[src/rtl/core/npfrm_pkg.sv]
// Package for the product-form sparse ring multiplier.
// Holds sizes, operation codes, request and response types and the
// command and status types between the controller and the datapath.
package npfrm_pkg;

    localparam int MAX_DEGREE  = 1024;
    localparam int DEG_W       = $clog2(MAX_DEGREE);
    localparam int MAX_WEIGHT  = 64;
    localparam int WEIGHT_W    = 7;
    localparam int INDEX_DEPTH = 6 * MAX_WEIGHT;
    localparam int IPTR_W      = $clog2(INDEX_DEPTH);
    localparam int COEF_W      = 11;
    localparam int NDEG_W      = 11;
    localparam int TERM_W      = WEIGHT_W + 1;
    localparam int MODBIT_W    = 4;

    localparam logic [1:0] OP_LOAD_DENSE = 2'd0;
    localparam logic [1:0] OP_LOAD_INDEX = 2'd1;
    localparam logic [1:0] OP_COMPUTE    = 2'd2;
    localparam logic [1:0] OP_READ       = 2'd3;

    localparam logic KIND_DONE = 1'b0;
    localparam logic KIND_READ = 1'b1;

    localparam logic [1:0] CFG_RING_DEGREE = 2'd0;
    localparam logic [1:0] CFG_FIRST_W     = 2'd1;
    localparam logic [1:0] CFG_SECOND_W    = 2'd2;
    localparam logic [1:0] CFG_ADDEND_W    = 2'd3;

    localparam logic [1:0] PH_FIRST  = 2'd0;
    localparam logic [1:0] PH_SECOND = 2'd1;
    localparam logic [1:0] PH_ADDEND = 2'd2;

    typedef struct packed {
        logic [1:0]        operation;
        logic [COEF_W-1:0] coefficient_in;
        logic [9:0]        sparse_index;
        logic [9:0]        read_address;
    } req_t;

    typedef struct packed {
        logic              result_kind;
        logic [COEF_W-1:0] coefficient_out;
        logic              index_error;
    } rsp_t;

    typedef struct packed {
        logic load_dense;
        logic load_index;
        logic start;
        logic clear;
        logic next_phase;
        logic idx_latch;
        logic mod_step;
        logic sweep_start;
        logic sweep;
        logic read_issue;
        logic out_read;
        logic out_done;
    } cmd_t;

    typedef struct packed {
        logic i_last;
        logic more_terms;
        logic last_phase;
        logic mod_last;
        logic out_busy;
    } status_t;

endpackage

[src/rtl/core/npfrm_ctrl.sv]
// Controller state machine of the product-form sparse ring multiplier.
// Depends on npfrm_pkg; drives the datapath by commands and reads its status.
module npfrm_ctrl (
    input  logic                   clk,
    input  logic                   rst_n,
    input  logic                   in_valid,
    input  logic [1:0]             operation,
    output logic                   in_stall,
    output npfrm_pkg::cmd_t        cmd,
    input  npfrm_pkg::status_t     status
);
    import npfrm_pkg::*;

    localparam logic [3:0] ST_IDLE   = 4'd0;
    localparam logic [3:0] ST_CLEAR  = 4'd1;
    localparam logic [3:0] ST_NEXT   = 4'd2;
    localparam logic [3:0] ST_IDXLAT = 4'd3;
    localparam logic [3:0] ST_MOD    = 4'd4;
    localparam logic [3:0] ST_SINIT  = 4'd5;
    localparam logic [3:0] ST_SWEEP  = 4'd6;
    localparam logic [3:0] ST_DONE   = 4'd7;
    localparam logic [3:0] ST_RDOUT  = 4'd8;

    logic [3:0] state_reg;
    logic [3:0] state_next;
    logic       accept;

    assign in_stall = (state_reg != ST_IDLE) || status.out_busy;
    assign accept   = in_valid && !in_stall;

    always_comb
    begin
        cmd        = '0;
        state_next = state_reg;
        case (state_reg)
            ST_IDLE:
            begin
                if (accept)
                begin
                    case (operation)
                        OP_LOAD_DENSE: cmd.load_dense = 1'b1;
                        OP_LOAD_INDEX: cmd.load_index = 1'b1;
                        OP_COMPUTE:
                        begin
                            cmd.start  = 1'b1;
                            state_next = ST_CLEAR;
                        end
                        default:
                        begin
                            cmd.read_issue = 1'b1;
                            state_next     = ST_RDOUT;
                        end
                    endcase
                end
            end
            ST_CLEAR:
            begin
                cmd.clear = 1'b1;
                if (status.i_last)
                begin
                    state_next = ST_NEXT;
                end
            end
            ST_NEXT:
            begin
                if (status.more_terms)
                begin
                    state_next = ST_IDXLAT;
                end
                else if (status.last_phase)
                begin
                    state_next = ST_DONE;
                end
                else
                begin
                    cmd.next_phase = 1'b1;
                end
            end
            ST_IDXLAT:
            begin
                cmd.idx_latch = 1'b1;
                state_next    = ST_MOD;
            end
            ST_MOD:
            begin
                cmd.mod_step = 1'b1;
                if (status.mod_last)
                begin
                    state_next = ST_SINIT;
                end
            end
            ST_SINIT:
            begin
                cmd.sweep_start = 1'b1;
                state_next      = ST_SWEEP;
            end
            ST_SWEEP:
            begin
                cmd.sweep = 1'b1;
                if (status.i_last)
                begin
                    state_next = ST_NEXT;
                end
            end
            ST_DONE:
            begin
                cmd.out_done = 1'b1;
                state_next   = ST_IDLE;
            end
            ST_RDOUT:
            begin
                cmd.out_read = 1'b1;
                state_next   = ST_IDLE;
            end
            default:
            begin
                state_next = ST_IDLE;
            end
        endcase
    end

    always_ff @(posedge clk or negedge rst_n)
    begin
        if (!rst_n)
        begin
            state_reg <= ST_IDLE;
        end
        else
        begin
            state_reg <= state_next;
        end
    end

endmodule

[config.mk]
export PLATFORM = sky130hd
export DESIGN_NAME = npfrm_ctrl
export DESIGN_NICKNAME = d
export VERILOG_FILES = /design/src/rtl/core/npfrm_pkg.sv /design/src/rtl/core/npfrm_ctrl.sv
export SDC_FILE = /design/constraint.sdc
export NUM_CORES = 1
export LEC_CHECK = 0
export BUFFER_PORTS_ARGS = -buffer_cell sky130_fd_sc_hd__buf_2
export CAP_MARGIN = 20
export CORE_AREA = 5 5 42 44
export DETAILED_ROUTE_END_ITERATION = 8
export DIE_AREA = 0 0 47 49
export MAX_ROUTING_LAYER = met4
export PLACE_DENSITY = 0.58
export SYNTH_ARGS = -nofsm -noshare
export SYNTH_HDL_FRONTEND = slang
export SYNTH_SLANG_ARGS = --single-unit
[constraint.sdc]
create_clock -name clk -period 3.1 [get_ports clk]
set_input_delay 0.465 -clock clk [delete_from_list [all_inputs] [get_ports clk]]
set_output_delay 0.465 -clock clk [all_outputs]
set_load 0.05 [all_outputs]
==> impl_metrics.toml, run 1 <==
[setup_path]
critPathMaxStageDelay_ps = 620
critPathLaunchType = "register"
cp_max_fo = 12
cp_cell_sequence = "or4_4, nor3b_4, nor3b_2, buf_2"
worstPathRequired_ps = 2630
reg2reg_from = "state_reg[1]$_DFFE_PN0P_"
crit_arrival_ps = 2040
critPathCaptureType = "primary output"
cp_num_buf_inv = 1
slowest_stage = "or4_4"
path_delay_family = "simple AND/OR/NAND/NOR gates"
critical_path_class = "reg2out"
cp-startpoint = "state_reg[1]$_DFFE_PN0P_"

[global_route]
met3_usage_pct = 1.107
antenna_found_initial = 0
grt_start_max_net_pins = 13
grt_use_met1_pct = 11.73
grt_pass1_vias = 392
grt.busiest_layer = "met2"
grt_pass1_wl_um = 1531
grt.overflow.total = 0
grt_use_total_pct = 9.190
grt_use_met2_pct = 12.67

[clock_network]
postCtsSetupBuffers = 0
htreeDepth = 1
postCtsResizedCells = 0
cts.clk_slew.worst_paths_ps = 40
clock_sinks = 4
clock_latency_ps = 230
postCtsHoldBufs = 0
cts_root_buf = "clkbuf_4"
cts_tree = "yes"
cts_buffers = 3
max-clock-path-buffers = 2

[finish]
num-fill-cells = 155
layout_commonest_cell = "buf_2"
final_cells = 87
nets = 83
largest_register_ffs = 4
drive_gt1_share_pct = 49.30
area_growth_pct = 29.11
design_area_sq_um = 560.5
n_antenna_cell = 0
final_cell_mix = "22 x buf_2, 8 x nor2_1, 4 x nand2_1, 4 x dfrtp_1, 3 x clkbuf_4"
fin_util_pct = 40.00

[timing]
holdWs_ps = 24.31
min_period_ps = 2506
relSlewSlack_pct = 72.27
skew_ps = 1.995
period_share_pct = 80.82
worstMarginPinSlew_ps = 412.6
setup_viol = 0
grt_setup_unrepaired = "false"
hold_violations = 0
final_max_slew_viol_count = 0
setup_tns_ps = 0
fmaxAchievable_ghz = 0.3991

[floorplanning]
die_w_um = 47
die_h_um = 49
ios = 23
start_util_pct = 30.98
dieArea_sq_um = 2303
core-area_sq_um = 1401
rows = 14

[placement]
dpl-instance-area_sq_um = 538.0
port_buffers = 22
dp.cells = 84
globalplace.congestion = 0.7670
hpwl_um = 825.5

[drt]
dr.pass1.iters = 2
avgRoutedWirePerCell_um = 12.08
ant_nets = 0
drt_iter0_drc = 9
vias_per_cell = 5.080
route.detailed.drc = 0
wirelength_um = 1051
vias = 442

[power]
ir_worst_vdd_uv = 467.9
leakagePower_uw = 0.0002690
p_per_area_nw_per_um2 = 1065

[synthesis]
synth_cell_types = 31
ys_seq_elements = 4
syn_nets = 59
ys_async_sr_fraction_pct = 100.0
avgSynthCellArea_sq_um = 8.861
yosys_warnings = 0
ys.flop_type = "dfrtp_1"
syn-instance-count = 49
syn-cell-area_sq_um = 434.2
synth_edf_count = 0
synth-seq-area-share_pct = 23.05

[run]
maxCapViolations = 0

[outcome]
status = "completed"

[worst_hold_path]
hold_class = "in2async"
==> logic make-up (layout without fill, tap and decap cells) <==
| group | Yosys count | after routing | share of synthesized area [%] |
|---|---|---|---|
| DFF | 4 | 4 | 23.06 |
| and+or+nand+nor | 31 | 31 | 46.98 |
| muxes | 1 | 1 | 3.457 |
| buffers and inverters | 5 | 27 | 7.780 |
| AOI/OAI and AO/OA | 8 | 8 | 18.73 |
==> synth_stat cells, drive strengths merged, types with 2 or more instances <==
cell type,count,area (sq um)
nor3b,2,31.28
dfrtp,4,100.1
nor2,8,30.03
inv,2,7.510
nor3,2,10.01
buf,3,26.27
or3,2,17.52
nand2b,2,12.51
or2b,2,16.27
nand2,4,15.01
o41ai,2,17.52
o32ai,2,25.03
==> where the power goes <==
| group | total [uW] | switching (uW) | internal (uW) | leakage (uW) |
|---|---|---|---|---|
| clock | 64.2 | 20.9 | 43.3 | 0.0000138 |
| combinational | 403 | 255 | 148 | 0.000203 |
| sequential | 129 | 53.1 | 76.3 | 0.0000518 |
| total | 597 | 329 | 268 | 0.000269 |
==> final timing paths <==
check / endpoint / slack (ps) / cells past startpoint
setup reg to reg: state_reg[0]$_DFFE_PN0P_ / 1410 / 4
hold reg to reg: state_reg[1]$_DFFE_PN0P_ / 620 / 1
min in group clk: state_reg[0]$_DFFE_PN0P_ / 500 / 2
setup / recovery: cmd[11] / 590 / 4
max in group asynchronous: state_reg[0]$_DFFE_PN0P_ / 2960 / 1
hold / removal: state_reg[3]$_DFFE_PN0P_ / 20 / 1
==> stage by stage <==
| stage | setup WS [ps] | total power (uW) |
|---|---|---|
| after floorplan | 450.3 | 479.5 |
| after global placement | 853.6 | 534.0 |
| after detailed placement | 833.6 | 534.9 |
| after CTS | 573.0 | 603.4 |
| after global routing | 518.0 | 635.1 |
| final | 594.4 | 596.9 |
==> area by class of cell <==
cell class / count / area, sq um / share of cell area, %
Tap cell: 16 / 20.02 / 3.571
Clock buffer: 3 / 22.52 / 4.018
Sequential cell: 4 / 100.1 / 17.86
Inverter: 2 / 7.507 / 1.339
Multi-Input combinational cell: 40 / 300.3 / 53.57
Timing Repair Buffer: 22 / 110.1 / 19.64
==> layer usage <==
metal  vias up  wire length [um]
met2        21               485
met5         -                 0
met4         0                 0
met1       198               455
li1        223                 -
met3         0               110
Power figures use the tool's default switching activity.
==> run 2: changes to the inputs <==
==> constraint.sdc (replaced) <==
create_clock -name clk -period 2.5 [get_ports clk]
set_input_delay 0.375 -clock clk [delete_from_list [all_inputs] [get_ports clk]]
set_output_delay 0.375 -clock clk [all_outputs]
set_load 0.05 [all_outputs]
==> impl_metrics.toml, run 2 (synthesized netlist as in run 1, its figures left out) <==
[floorplanning]
start_util_pct = 30.98
core-area_sq_um = 1401
dieArea_sq_um = 2303
die_h_um = 49
die_w_um = 47
rows = 14
ios = 23

[timing]
min_period_ps = 2407
worstMarginPinSlew_ps = 407.9
final_max_slew_viol_count = 0
setup_viol = 0
grt_setup_unrepaired = "false"
setup_slack_ps = 92.84
relSlewSlack_pct = 72.58
setup_tns_ps = 0
hold_violations = 0
fmaxAchievable_ghz = 0.4154
period_share_pct = 96.29
skew_ps = 3.016

[setup_path]
critical_path_class = "reg2out"
critPathCaptureType = "primary output"
ff2ff_path_depth = 5
crit_arrival_ps = 2030
cp_max_fo = 9
cp-startpoint = "state_reg[0]$_DFFE_PN0P_"
setup.worst_path.end = "cmd[11]"
reg2reg_from = "state_reg[1]$_DFFE_PN0P_"
reg2reg_to = "state_reg[1]$_DFFE_PN0P_"
worstPathRequired_ps = 2120
critPathLaunchType = "register"
worst-r2r-setup-slack_ps = 850

[drt]
route.detailed.drc = 0
ant_nets = 0
wirelength_um = 1106
vias = 456
dr.pass1.iters = 2
drt_iter0_drc = 6
vias_per_cell = 5.124
avgRoutedWirePerCell_um = 12.43

[clock_network]
htreeDepth = 1
clock_latency_ps = 240
postCtsResizedCells = 0
cts.clk_slew.worst_paths_ps = 40
clock_sinks = 4
postCtsSetupBuffers = 0
cts_root_buf = "clkbuf_4"
cts_tree = "yes"
max-clock-path-buffers = 2
cts_buffers = 3

[global_route]
grt_pass1_vias = 415
grt_use_total_pct = 11.15
grt.overflow.total = 0
antenna_found_initial = 0
grt_pass1_wl_um = 1759
grt_start_max_net_pins = 12

[placement]
port_buffers = 22
dpl-instance-area_sq_um = 551.8
globalplace.congestion = 0.7102
preCtsSetupSlack_ps = 340.3
hpwl_um = 887.7

[finish]
area_growth_pct = 34.58
largest_register_ffs = 4
num-fill-cells = 154
design_area_sq_um = 584.3
drive_gt1_share_pct = 50.68
n_antenna_cell = 0
nets = 85
final_cell_mix = "22 x buf_2, 8 x nor2_1, 4 x nand2_1, 4 x dfrtp_1, 3 x clkbuf_4"
seq_area_sq_um = 100.1
multiInputGateArea_sq_um = 306.5
layout_commonest_cell = "buf_2"

[run]
maxCapViolations = 0

[worst_hold_path]
hold_class = "in2reg"

[power]
p_per_area_nw_per_um2 = 1299
leakagePower_uw = 0.0002796
ir_worst_vdd_uv = 498.4

[outcome]
status = "completed"
run 2: cell type report:
| cell class | instances | share of cell area [%] |
|---|---|---|
| inverter | 2 | 1.285 |
| timing repair buffer | 24 | 21.84 |
| tap | 16 | 3.426 |
| sequential | 4 | 17.13 |
| clock buffer | 3 | 3.854 |
| multi-input combinational | 40 | 52.46 |
run 2: worst max-delay path: stages (launching register included):
cell	delay, ps
dfrtp_1	450
or4_4	620
nor3b_4	250
nor3b_2	190
buf_2	280
run 2: how the worst min path moves through the flow:
stage,cells after the start,endpoint,slack (ps),startpoint
after floorplan,0,state_reg[0]$_DFFE_PN0P_,80,rst_n
after global placement,1,state_reg[1]$_DFFE_PN0P_,180,rst_n
after detailed placement,1,state_reg[1]$_DFFE_PN0P_,180,rst_n
after CTS,2,state_reg[0]$_DFFE_PN0P_,390,status[4]
after global routing,2,state_reg[0]$_DFFE_PN0P_,400,status[4]
final,2,state_reg[0]$_DFFE_PN0P_,390,status[4]
run 2: where the power goes:
part / total (uW) / internal [uW] / switching [uW] / leakage, uW
clock network: 81.2 / 53.8 / 27.5 / 0.0000138
registers: 142 / 94.9 / 47.2 / 0.0000518
logic: 536 / 197 / 339 / 0.000214
total: 759 / 345 / 414 / 0.000280
run 2: layer usage:
layer  wire length, um  track usage [%]  vias to the layer above
met4                22            8.295                        0
met1               480            12.64                      204
met5                 0                -                        -
met2               501            15.16                       22
li1                  -                -                      227
met3               101            4.428                        3
run 2: stage by stage:
stage | total power (uW) | cells | util, % | hold WS (ps)
3_5_place_dp | 678.1 | 85 | 39.38 | 184.5
5_1_grt | 822.0 | 89 | 41.70 | 396.2
4_1_cts | 763.8 | 89 | 41.70 | 393.2
6_report | 759.2 | 89 | 41.70 | 391.0
3_3_place_gp | 681.9 | 85 | 39.38 | 180.9
2_1_floorplan | 600.4 | 49 | - | 79.41
run 2: what timing repair did:
item,4_1_cts,5_1_grt
setup endpoints to repair,0,0
endpoints found under the hold margin,4,0
hold buffers,1,0
